===== src/rtl/lmsd_pkg.sv =====
// ----------------------------------------------------------------------------
// lmsd_pkg
// Shared types and constants of the LED matrix scan dimmer.
// ----------------------------------------------------------------------------
package lmsd_pkg;

  localparam int ROWS   = 4;
  localparam int COLS   = 6;
  localparam int LEVELS = 3;

  localparam int ROW_IW   = $clog2(ROWS);
  localparam int ROW_W    = $clog2(ROWS + 1);
  localparam int SLICE_IW = $clog2(LEVELS);
  localparam int SHIFT_W  = $clog2(COLS + 1);
  localparam int TGT_W    = 16;
  localparam int SUM_W    = 18;

  localparam logic [TGT_W-1:0] SLICE0_RST = 16'd10;
  localparam logic [TGT_W-1:0] SLICE1_RST = 16'd300;
  localparam logic [TGT_W-1:0] SLICE2_RST = 16'd2000;

  typedef enum logic [1:0] {
    CMD_DRAW  = 2'd0,
    CMD_CLEAR = 2'd1,
    CMD_TICK  = 2'd2
  } cmd_t;

  typedef enum logic [1:0] {
    REG_SLICE0 = 2'd0,
    REG_SLICE1 = 2'd1,
    REG_SLICE2 = 2'd2
  } reg_idx_t;

  typedef enum logic [2:0] {
    PH_ROWCLK     = 3'd0,
    PH_SHIFT      = 3'd1,
    PH_LATCH      = 3'd2,
    PH_WAIT       = 3'd3,
    PH_BLANKCLK   = 3'd4,
    PH_BLANKLATCH = 3'd5
  } phase_t;

  // pin word, row_data in the lowest bit
  typedef struct packed {
    logic clear_pulse;
    logic latch_pulse;
    logic col_clock_pulse;
    logic col_data;
    logic row_clock_pulse;
    logic row_data;
  } pins_t;

endpackage


===== src/rtl/led_matrix_scan_dimmer.sv =====
// ----------------------------------------------------------------------------
// led_matrix_scan_dimmer
// Scan sequencer and pixel store for a 4x6 LED matrix with 3 brightness slices.
// ----------------------------------------------------------------------------
// The pin word of an input word (draw, clear or scan tick), if any, goes into
// the output register, or the skid register while that one is held. The scan
// sequencer and pixel store update in a single register stage; a two-word
// output buffer (output register plus skid register) holds results, so
// in_tready only drops while both buffer words are occupied. Sustained rate is
// one word per cycle whenever the output side keeps up.
module led_matrix_scan_dimmer (
  input  logic        clk,
  input  logic        rst_n,
  // configuration writes
  input  logic        cfg_valid,
  output logic        cfg_ready,
  input  logic [1:0]  cfg_index,
  input  logic [15:0] cfg_data,
  // input words
  input  logic        in_tvalid,
  output logic        in_tready,
  input  logic [7:0]  in_tdata,   // pixel_x[2:0], pixel_y[4:3], pixel_level[6:5], zero[7]
  input  logic [1:0]  in_tuser,   // cmd[1:0]
  // pin words
  output logic        out_tvalid,
  input  logic        out_tready,
  output logic [7:0]  out_tdata   // row_data[0], row_clock_pulse[1], col_data[2],
                                  // col_clock_pulse[3], latch_pulse[4], clear_pulse[5],
                                  // zero[7:6]
);

  localparam int ROWS     = lmsd_pkg::ROWS;
  localparam int COLS     = lmsd_pkg::COLS;
  localparam int LEVELS   = lmsd_pkg::LEVELS;
  localparam int ROW_IW   = lmsd_pkg::ROW_IW;
  localparam int ROW_W    = lmsd_pkg::ROW_W;
  localparam int SLICE_IW = lmsd_pkg::SLICE_IW;
  localparam int SHIFT_W  = lmsd_pkg::SHIFT_W;
  localparam int TGT_W    = lmsd_pkg::TGT_W;
  localparam int SUM_W    = lmsd_pkg::SUM_W;

  // configuration
  logic [TGT_W-1:0] target_r [LEVELS];

  // pixel store
  logic [COLS-1:0] row_bits_r    [ROWS];
  logic [COLS-1:0] slice_masks_r [ROWS][LEVELS];

  // scan state
  lmsd_pkg::phase_t    phase_r, phase_nxt;
  logic [ROW_W-1:0]    row_r, row_nxt;
  logic [SLICE_IW-1:0] slice_r, slice_nxt;
  logic [SHIFT_W-1:0]  shift_r, shift_nxt;
  logic [TGT_W-1:0]    wait_r, wait_nxt;
  logic [SUM_W-1:0]    elapsed_r, elapsed_nxt;

  // output buffer
  logic              out_valid_r;
  lmsd_pkg::pins_t   out_word_r;
  logic              skid_valid_r;
  lmsd_pkg::pins_t   skid_word_r;

  logic in_fire, out_fire;
  logic [2:0] pixel_x;
  logic [1:0] pixel_y;
  logic [1:0] pixel_level;
  logic [1:0] in_cmd;

  lmsd_pkg::pins_t res;
  logic            res_valid;

  // state after running out of a finished wait
  lmsd_pkg::phase_t    adv_phase;
  logic [ROW_W-1:0]    adv_row;
  logic [SLICE_IW-1:0] adv_slice;
  logic [SHIFT_W-1:0]  adv_shift;
  logic [SLICE_IW:0]   slice_inc;
  logic [ROW_W:0]      row_inc;
  logic [ROW_IW-1:0]   r_idx;
  logic [SLICE_IW-1:0] s_idx;
  logic [7:0]          col_word;
  logic [SHIFT_W:0]    shift_inc;
  logic [TGT_W-1:0]    tgt;
  logic [SUM_W-1:0]    tgt_ext;

  logic            draw_en;
  logic [1:0]      lv_sat;
  logic [COLS-1:0] draw_bit;

  assign in_fire  = in_tvalid && in_tready;
  assign out_fire = out_valid_r && out_tready;

  assign in_cmd      = in_tuser;
  assign pixel_x     = in_tdata[2:0];
  assign pixel_y     = in_tdata[4:3];
  assign pixel_level = in_tdata[6:5];

  assign cfg_ready  = 1'b1;
  assign in_tready  = !skid_valid_r;
  assign out_tvalid = out_valid_r;
  assign out_tdata  = {2'b00, out_word_r};

  // configuration registers
  always_ff @(posedge clk) begin
    if (!rst_n) begin
      target_r[0] <= lmsd_pkg::SLICE0_RST;
      target_r[1] <= lmsd_pkg::SLICE1_RST;
      target_r[2] <= lmsd_pkg::SLICE2_RST;
    end else if (cfg_valid) begin
      unique case (cfg_index)
        lmsd_pkg::REG_SLICE0: target_r[0] <= cfg_data;
        lmsd_pkg::REG_SLICE1: target_r[1] <= cfg_data;
        lmsd_pkg::REG_SLICE2: target_r[2] <= cfg_data;
        default: ;
      endcase
    end
  end

  // pixel store
  assign draw_en  = in_fire && (in_cmd == lmsd_pkg::CMD_DRAW) &&
                    (32'(pixel_x) < COLS) && (32'(pixel_y) < ROWS);
  assign lv_sat   = (32'(pixel_level) > LEVELS) ? 2'(LEVELS) : pixel_level;
  assign draw_bit = COLS'(1) << (3'(COLS - 1) - pixel_x);

  always_ff @(posedge clk) begin
    if (!rst_n || (in_fire && in_cmd == lmsd_pkg::CMD_CLEAR)) begin
      for (int i = 0; i < ROWS; i++) begin
        row_bits_r[i] <= '0;
        for (int j = 0; j < LEVELS; j++) begin
          slice_masks_r[i][j] <= '0;
        end
      end
    end else if (draw_en) begin
      row_bits_r[pixel_y[ROW_IW-1:0]] <= row_bits_r[pixel_y[ROW_IW-1:0]] | draw_bit;
      for (int j = 0; j < LEVELS; j++) begin
        if (j < 32'(lv_sat)) begin
          slice_masks_r[pixel_y[ROW_IW-1:0]][j] <=
            slice_masks_r[pixel_y[ROW_IW-1:0]][j] | draw_bit;
        end
      end
    end
  end

  // a finished wait falls through into the next action on the same tick
  assign slice_inc = {1'b0, slice_r} + 1'b1;
  assign row_inc   = {1'b0, row_r} + 1'b1;

  always_comb begin
    adv_phase = phase_r;
    adv_row   = row_r;
    adv_slice = slice_r;
    adv_shift = shift_r;
    if (phase_r == lmsd_pkg::PH_WAIT && wait_r == '0) begin
      if (32'(slice_inc) < LEVELS) begin
        adv_slice = slice_inc[SLICE_IW-1:0];
        adv_shift = '0;
        adv_phase = lmsd_pkg::PH_SHIFT;
      end else begin
        adv_slice = '0;
        adv_row   = row_inc[ROW_W-1:0];
        adv_phase = (32'(row_inc) < ROWS) ? lmsd_pkg::PH_ROWCLK : lmsd_pkg::PH_BLANKCLK;
      end
    end
  end

  assign r_idx     = (32'(adv_row) < ROWS) ? adv_row[ROW_IW-1:0] : '0;
  assign s_idx     = (32'(adv_slice) < LEVELS) ? adv_slice : '0;
  assign col_word  = 8'(row_bits_r[r_idx] & slice_masks_r[r_idx][s_idx]);
  assign shift_inc = {1'b0, adv_shift} + 1'b1;
  assign tgt       = target_r[s_idx];
  assign tgt_ext   = SUM_W'(tgt);

  always_comb begin
    phase_nxt   = phase_r;
    row_nxt     = row_r;
    slice_nxt   = slice_r;
    shift_nxt   = shift_r;
    wait_nxt    = wait_r;
    elapsed_nxt = elapsed_r;
    res         = '0;
    res_valid   = 1'b0;
    if (in_fire) begin
      unique case (in_cmd)
        lmsd_pkg::CMD_CLEAR: begin
          res.latch_pulse = 1'b1;
          res.clear_pulse = 1'b1;
          res_valid       = 1'b1;
        end
        lmsd_pkg::CMD_TICK: begin
          if (phase_r == lmsd_pkg::PH_WAIT && wait_r != '0) begin
            wait_nxt = wait_r - 1'b1;
          end else begin
            phase_nxt = adv_phase;
            row_nxt   = adv_row;
            slice_nxt = adv_slice;
            shift_nxt = adv_shift;
            res_valid = 1'b1;
            unique case (adv_phase)
              lmsd_pkg::PH_ROWCLK: begin
                res.row_data        = (r_idx == '0);
                res.row_clock_pulse = 1'b1;
                elapsed_nxt         = '0;
                slice_nxt           = '0;
                shift_nxt           = '0;
                phase_nxt           = lmsd_pkg::PH_SHIFT;
              end
              lmsd_pkg::PH_SHIFT: begin
                // inverted column bit, lsb first; 0 lights the led
                res.col_data        = !col_word[adv_shift];
                res.col_clock_pulse = 1'b1;
                shift_nxt           = shift_inc[SHIFT_W-1:0];
                if (32'(shift_inc) >= COLS) begin
                  phase_nxt = lmsd_pkg::PH_LATCH;
                end
              end
              lmsd_pkg::PH_LATCH: begin
                res.latch_pulse = 1'b1;
                wait_nxt        = (tgt_ext > elapsed_r) ? TGT_W'(tgt_ext - elapsed_r) : '0;
                elapsed_nxt     = elapsed_r + tgt_ext;
                phase_nxt       = lmsd_pkg::PH_WAIT;
              end
              lmsd_pkg::PH_BLANKCLK: begin
                res.row_clock_pulse = 1'b1;
                phase_nxt           = lmsd_pkg::PH_BLANKLATCH;
              end
              default: begin
                res.latch_pulse = 1'b1;
                row_nxt         = '0;
                slice_nxt       = '0;
                shift_nxt       = '0;
                phase_nxt       = lmsd_pkg::PH_ROWCLK;
              end
            endcase
          end
        end
        default: ;
      endcase
    end
  end

  always_ff @(posedge clk) begin
    if (!rst_n) begin
      phase_r   <= lmsd_pkg::PH_ROWCLK;
      row_r     <= '0;
      slice_r   <= '0;
      shift_r   <= '0;
      wait_r    <= '0;
      elapsed_r <= '0;
    end else begin
      phase_r   <= phase_nxt;
      row_r     <= row_nxt;
      slice_r   <= slice_nxt;
      shift_r   <= shift_nxt;
      wait_r    <= wait_nxt;
      elapsed_r <= elapsed_nxt;
    end
  end

  // two-word output buffer
  always_ff @(posedge clk) begin
    if (!rst_n) begin
      out_valid_r  <= 1'b0;
      skid_valid_r <= 1'b0;
    end else if (!out_valid_r || out_fire) begin
      if (skid_valid_r) begin
        out_valid_r  <= 1'b1;
        skid_valid_r <= res_valid;
      end else begin
        out_valid_r  <= res_valid;
      end
    end else if (res_valid) begin
      skid_valid_r <= 1'b1;
    end
  end

  always_ff @(posedge clk) begin
    if (!out_valid_r || out_fire) begin
      if (skid_valid_r) begin
        out_word_r <= skid_word_r;
        if (res_valid) begin
          skid_word_r <= res;
        end
      end else if (res_valid) begin
        out_word_r <= res;
      end
    end else if (res_valid) begin
      skid_word_r <= res;
    end
  end

  // skid word only ever sits behind a full output register
  a_skid_order: assert property (@(posedge clk) disable iff (!rst_n)
    skid_valid_r |-> out_valid_r)
    else $error("skid word held with empty output register");

  // a clear word always carries the latch pulse and nothing of the scan
  a_clear_word: assert property (@(posedge clk) disable iff (!rst_n)
    out_valid_r && out_word_r.clear_pulse |->
      out_word_r.latch_pulse && !out_word_r.row_clock_pulse && !out_word_r.col_clock_pulse)
    else $error("malformed clear word");

  // column shifting never runs past the row width
  a_shift_range: assert property (@(posedge clk) disable iff (!rst_n)
    phase_r == lmsd_pkg::PH_SHIFT |-> 32'(shift_r) < COLS)
    else $error("column shift count out of range");

  // with no input or output handshake, a held output word must stay unchanged
  a_no_phantom: assert property (@(posedge clk) disable iff (!rst_n)
    !in_fire && !out_fire && out_valid_r |=> out_valid_r && $stable(out_word_r))
    else $error("output word changed without a handshake");

endmodule


===== config.mk =====
export PLATFORM = sky130hd
export DESIGN_NAME = led_matrix_scan_dimmer
export DESIGN_NICKNAME = d
export VERILOG_FILES = /design/src/rtl/lmsd_pkg.sv /design/src/rtl/led_matrix_scan_dimmer.sv
export SDC_FILE = /design/constraint.sdc
export NUM_CORES = 1
export LEC_CHECK = 0
export ABC_AREA = 1
export BUFFER_PORTS_ARGS = -buffer_cell sky130_fd_sc_hd__buf_2
export CELL_PAD_IN_SITES_DETAIL_PLACEMENT = 0
export CELL_PAD_IN_SITES_GLOBAL_PLACEMENT = 2
export CORE_ASPECT_RATIO = 0.75
export CORE_MARGIN = 2
export CORE_UTILIZATION = 30
export DETAILED_ROUTE_END_ITERATION = 8
export GPL_TIMING_DRIVEN = 1
export PLACE_DENSITY = 0.72
export SETUP_SLACK_MARGIN = 0.02
export SLEW_MARGIN = 10
export SYNTH_ARGS = -nofsm -noshare
export SYNTH_HDL_FRONTEND = slang
export SYNTH_SLANG_ARGS = --single-unit
export TNS_END_PERCENT = 5

===== constraint.sdc =====
create_clock -name clk -period 4.5 [get_ports clk]
set_input_delay 0.45 -clock clk [delete_from_list [all_inputs] [get_ports clk]]
set_output_delay 0.45 -clock clk [all_outputs]
set_load 0.01 [all_outputs]

; ---- After elaboration in Yosys (flattened, before gate mapping)
; Memories as Yosys holds them, arrays and structs flattened.
; Cells that the tools add are included.
[totals]
reg_bits = 59
mem_bits_rw = 144
inputBits = 33
out_inout_bits = 11
wordCells = 181
memories = 3
[classes]
addsub = 7
magnitude_cmp = 12
n_eq_ne = 9
shift = 1
mux = 85
n_bitwise = 10
n_reduce_logical = 34
[memory_table]
columns = memory, words, width, read_ports, rd_clocked_by_memory_dff, wr, line_no
row1 = slice_masks_r, 4, 18, 2, 0, 4, led_matrix_scan_dimmer.sv:47  ; logic [COLS-1:0] slice_masks_r [ROWS][LEVELS];
row2 = target_r, 3, 16, 1, 0, 3, led_matrix_scan_dimmer.sv:43  ; logic [TGT_W-1:0] target_r [LEVELS];
row3 = row_bits_r, 4, 6, 2, 0, 4, led_matrix_scan_dimmer.sv:46  ; logic [COLS-1:0] row_bits_r [ROWS];
[ops]
columns = cell, count
row1 = $mux 16, 6
row2 = $mux 6, 9
row3 = $mux 1, 42
row4 = $pmux 18 s2, 1
row5 = $mux 3, 10
row6 = $or 6x6->6, 4
row7 = $add 18x16->18, 1
row8 = $gt 16x18->1, 1
row9 = $mux 18, 1
row10 = $reduce_or 18->1, 1
row11 = $logic_not 16->1, 1
row12 = $mux 2, 8
row13 = $reduce_bool 16->1, 1
row14 = $sub 16x1->16 const B, 1
row15 = $sub 16x16->16, 1
row16 = $bmux 6 s2, 1
row17 = $pmux 3 s4, 1
row18 = $add 3x1->4 const B, 2
row19 = $reduce_bool 2->1, 4
row20 = $logic_and 1x1->1, 7
row21 = $and 6x6->6, 1
row22 = $eq 3x2->1 const B, 2
row23 = $logic_not 2->1, 3
row24 = $lt 3x3->1 const B, 2
row25 = other kinds (34), 47

; ---- Depth between registers and ports, before layout
[logic_depth]
word_depth = 21
mapped_depth = 32
ltp_nobuf = 29

; ---- Worst setup path before layout
; OpenSTA, ideal clock, no wires.
[synth_timing]
kind = register to register
from = register wait_r[0]
to = register wait_r[13]
arrival_time_ps = 3917
t_required_ps = 4383
path_slack_ps = 466
path_stages_with_launch = 29
n_path_buf = 3
path_cell_list = dfxtp_1 > inv_1 > ha_1 > nand2_2 > nor2_8 > nand3_4 > nand2_1 > nand2_1 > inv_1 > nor2_4 > inv_1 > buf_2 > clkbuf_1 > o21ai_0 > o21ai_0 > ha_1 > buf_4 > nand2_1 > o21ai_0 > a21oi_1 > o21ai_0 > a21boi_0 > o21ai_0 > nand2_1 > nand2_1 > xor2_1 > nor2_1 > nor2_1 > nor2_1
[synth_between]
elab_chain_len = 10
elab_cells_between_ends = 18
[synth_rtl]
columns = item, line_no
row1 = start: declaration, led_matrix_scan_dimmer.sv:54  ; logic [TGT_W-1:0] wait_r, wait_nxt;
row2 = start signal: assignment, led_matrix_scan_dimmer.sv:254  ; wait_r <= wait_nxt;
row3 = $logic_not 16->1, led_matrix_scan_dimmer.sv:153  ; if (phase_r == lmsd_pkg::PH_WAIT && wait_r == '0) begin
row4 = $logic_and 1x1->1, led_matrix_scan_dimmer.sv:153
row5 = $mux 2, led_matrix_scan_dimmer.sv:153
row6 = $lt 2x2->1, led_matrix_scan_dimmer.sv:167  ; assign s_idx = (32'(adv_slice) < LEVELS) ? adv_slice : '0;
row7 = $mux 2, led_matrix_scan_dimmer.sv:167
row8 = $mem_v2 3x16, n/a
row9 = $sub 16x16->16 / $gt 16x18->1 (equally long branches), led_matrix_scan_dimmer.sv:218  ; wait_nxt = (tgt_ext > elapsed_r) ? TGT_W'(tgt_ext - elapsed_r) : '0;
row10 = $mux 16, led_matrix_scan_dimmer.sv:218
row11 = $mux 16, led_matrix_scan_dimmer.sv:198  ; unique case (adv_phase)
row12 = $mux 16, led_matrix_scan_dimmer.sv:190  ; if (phase_r == lmsd_pkg::PH_WAIT && wait_r != '0) begin
; Several ways; a longest one is shown, not always the timed one. The select of a mux whose other input is x is not followed.
; A chain may end at the register's enable or synchronous reset.

; ---- Worst setup path in the final report
[layout_timing]
from = register wait_r[10]
to = register wait_r[14]
; The elaborated chain is that of the path after synthesis.

==> flow_metrics.env <==
export IMPL_status="completed"
export IMPL_grt_pass1_vias=9979
export IMPL_initial_core_util=0.302
export IMPL_slew_headroom=0.178
export IMPL_clock_skew_ps=22.7
export IMPL_grt_pass1_wl_mm=57.9
export IMPL_core_mm2=0.0393
export IMPL_gp_congestion=0.813
export IMPL_crit_path_start="wait_r[10]"
export IMPL_grt_antenna_before_repair=0
export IMPL_drcViolationCount=0
export IMPL_dr_first_iter_drc_count=901
export IMPL_period_share=0.914
export IMPL_dr_total_vias=10200
export IMPL_critPathTopFamily="simple AND/OR/NAND/NOR gates"
export IMPL_drive_gt1_frac=0.129
export IMPL_cp_required_ps=4960
export IMPL_synth_top_area_frac=0.394
export IMPL_seqPwrFrac=0.451
export IMPL_fin_nets=1660
export IMPL_swShare=0.279
export IMPL_cp_slowest_stage_delay_ps=400
export IMPL_drtAntennaViolNets=0
export IMPL_rr_startpoint="wait_r[10]"
export IMPL_tightest_slew_ps=1200
export IMPL_critPathMostFrequentCell="nand2_1"
export IMPL_portBuffers=39
export IMPL_synth_seq_area_share=0.473
export IMPL_synth_area_top_cells="edfxtp_1, nand2_1, dfxtp_1, nor2_1, inv_1"
export IMPL_dpl_hpwl_mm=27.6
export IMPL_numCtsBuffers=25
export IMPL_rr_worst_depth=28
export IMPL_syn_cell_area_mm2=0.0119
export IMPL_avgSynthCellArea_um2=8.00
export IMPL_ys_top_cells_by_count="nand2_1, nor2_1, inv_1"
export IMPL_fin_setup_tns_ps=0
export IMPL_core_rowCount=63
export IMPL_worstPathArrival_ps=4580
export IMPL_max_freq_mhz=243
export IMPL_clock_sinks=203
export IMPL_min_delay_path_depth=3
export IMPL_p_leak_nw=5.90
export IMPL_synth_ff_type="edfxtp_1"
export IMPL_endpoint_kind="flop"
export IMPL_synthCells=1487
export IMPL_synth_top_cell_by_area="edfxtp_1"
export IMPL_clockBufferDepth=3
export IMPL_grt_usage=0.184
export IMPL_timing_critical_path_from_type="flop"
export IMPL_slowest_stage="fa_1"
export IMPL_setup_violations_final=0
export IMPL_ys_warn_count=0
export IMPL_routed_wl_mm=37.8
export IMPL_setup_slack_ps=388
export IMPL_n_fill_cell=4112
export IMPL_r2r_slack_ps=390
export IMPL_die_area_mm2=0.0413
export IMPL_pwr_share_clk=0.399
export IMPL_drv_cap=0
export IMPL_grt_max_degree=28
export IMPL_comb_power_share=0.151
export IMPL_die_w_um=234
export IMPL_ir_worst_vdd_uv=239
export IMPL_overflow=0
export IMPL_rsz0062_at_grt="false"
export IMPL_diodes=0
export IMPL_clock_latency_ps=540
export IMPL_ys_seq_elements=203
export IMPL_avgRoutedWirePerCell_um=17.8
export IMPL_hp_class="in -> reg"
export IMPL_power_density_mw_per_mm2=340
export IMPL_clkTransAtPathRegs_ps=60
export IMPL_slew_viol_final=0
export IMPL_p_switching_mw=1.32
export IMPL_fp_dieH_um=176
export IMPL_root_buffer="clkbuf_16"
export IMPL_synth_distinct_cells=55
export IMPL_htreeDepth=1
export IMPL_postCtsHoldBufs=0
export IMPL_cp_endpoint="wait_r[14]"
export IMPL_viasPerCell=4.80
export IMPL_cts_tree="yes"
export IMPL_hold_viol=0
export IMPL_pre_cts_slack_ps=154
export IMPL_dr_pass1_iters=5
export IMPL_post_synth_top_count_cell="nand2_1"
export IMPL_path_class="reg -> reg"
export IMPL_crit_fanout=17
export IMPL_synthToLayoutAreaGrowth_pct=17.1
export IMPL_synth_edff_count=156
export IMPL_period_needed_ps=4110
export IMPL_r2r_end="wait_r[14]"
export IMPL_async_flop_share=0
export IMPL_internal_power_mw=3.42
export IMPL_cp_num_cells=28
export IMPL_path_buf_inv=7
export IMPL_ios=44
==> final cells by class <==
type | instances | area (um^2) | area share
Sequential cell | 203 | 5630 | 0.404
Clock inverter | 15 | 108 | 0.00773
Inverter | 202 | 762 | 0.0547
Timing Repair inverter | 1 | 7.51 | 0.000539
Multi-Input combinational cell | 1032 | 5280 | 0.379
Clock buffer | 30 | 644 | 0.0463
Timing Repair Buffer | 120 | 848 | 0.0609
Tap cell | 520 | 651 | 0.0467
==> cells in the final DEF, fill, tap and decap left out, drive strengths merged, types with 4 or more instances in the layout <==
cell type and count:
ha 40, nand4 31, nand3 79, a211oi 8, a2111oi 10, xor2 17, dfxtp 47, xnor2 6
clkbuf 30, a31oi 6, nor3 12, o22ai 8, a311oi 5, o21ai 92, nor2 259, buf 120
inv 198, nand2 314, a21oi 98, clkinv 16, edfxtp 156, o221ai 6, o31ai 4, or2 8
==> timing repair <==
action	in CTS	in global routing
endpoints found under the hold margin	0	0
buffers inserted	0	5
resized for setup	0	19
endpoints found under the setup margin	0	22
==> worst min path at each step <==
| stage | slack, ps | startpoint | end |
|---|---|---|---|
| 3_5_place_dp | 460 | elapsed_r[17] | elapsed_r[17] |
| 2_1_floorplan | 430 | elapsed_r[17] | elapsed_r[17] |
| 5_1_grt | 180 | cfg_data[2] | target_r[1][2] |
| 6_report | 180 | cfg_data[5] | target_r[1][5] |
| 4_1_cts | 160 | cfg_data[4] | target_r[2][4] |
| 3_3_place_gp | 450 | elapsed_r[17] | elapsed_r[17] |
==> sequential cells by signal, indices dropped and copies added, names as in the netlist <==
register,count
target_r,48
out_tvalid,1
row_bits_r,24
wait_r,16
out_tdata,6
skid_word_r,6
slice_r,2
shift_r,3
row_r,3
phase_r,3
slice_masks_r,72
skid_valid_r,1
elapsed_r,18
==> cells by family after synthesis <==
| kind of cell | count (synthesis) | synth area share |
|---|---|---|
| flops | 203 | 0.473 |
| buf+inv | 253 | 0.0870 |
| xor+xnor | 23 | 0.0169 |
| fa+ha+maj | 42 | 0.0455 |
| simple gates | 709 | 0.254 |
| other cells | 2 | 0.000632 |
| compound gates | 255 | 0.123 |
==> tightest hold or removal path, delay by kind of cell <==
kind,cells,cell delay (ps)
buffers and inverters,2,120
and+or+nand+nor,1,50
==> layer usage <==
layer,part of all wire,GRT usage,vias to the layer above
met4,0.019,0.0369,0
met3,0.056,0.0313,52
met1,0.54,0.294,4754
li1,-,-,5142
met2,0.39,0.256,239
met5,0,0,-
==> per-stage QoR <==
stage | instances | power (mW) | hold slack (ps) | instance area (um^2) | utilization
6_report | 2123 | 4.74 | 184 | 13900 | 0.354
5_1_grt | 2123 | 4.93 | 180 | 13900 | 0.354
4_1_cts | 2117 | 4.76 | 157 | 13800 | 0.351
3_5_place_dp | 2072 | 2.86 | 460 | 13100 | 0.332
3_3_place_gp | 2072 | 2.86 | 449 | 13100 | 0.332
2_1_floorplan | 1488 | 2.57 | 434 | 11900 | -
==> power by group through the flow <==
| stage | combinational (mW) | sequential [mW] | clock, mW |
|---|---|---|---|
| 3_3_place_gp | 0.688 | 2.17 | 0 |
| 6_report | 0.714 | 2.14 | 1.89 |
| 3_5_place_dp | 0.687 | 2.17 | 0 |
| 2_1_floorplan | 0.409 | 2.16 | 0 |
| 4_1_cts | 0.690 | 2.14 | 1.93 |
| 5_1_grt | 0.792 | 2.14 | 2.00 |
No activity file was read; power rests on OpenSTA's default activity.
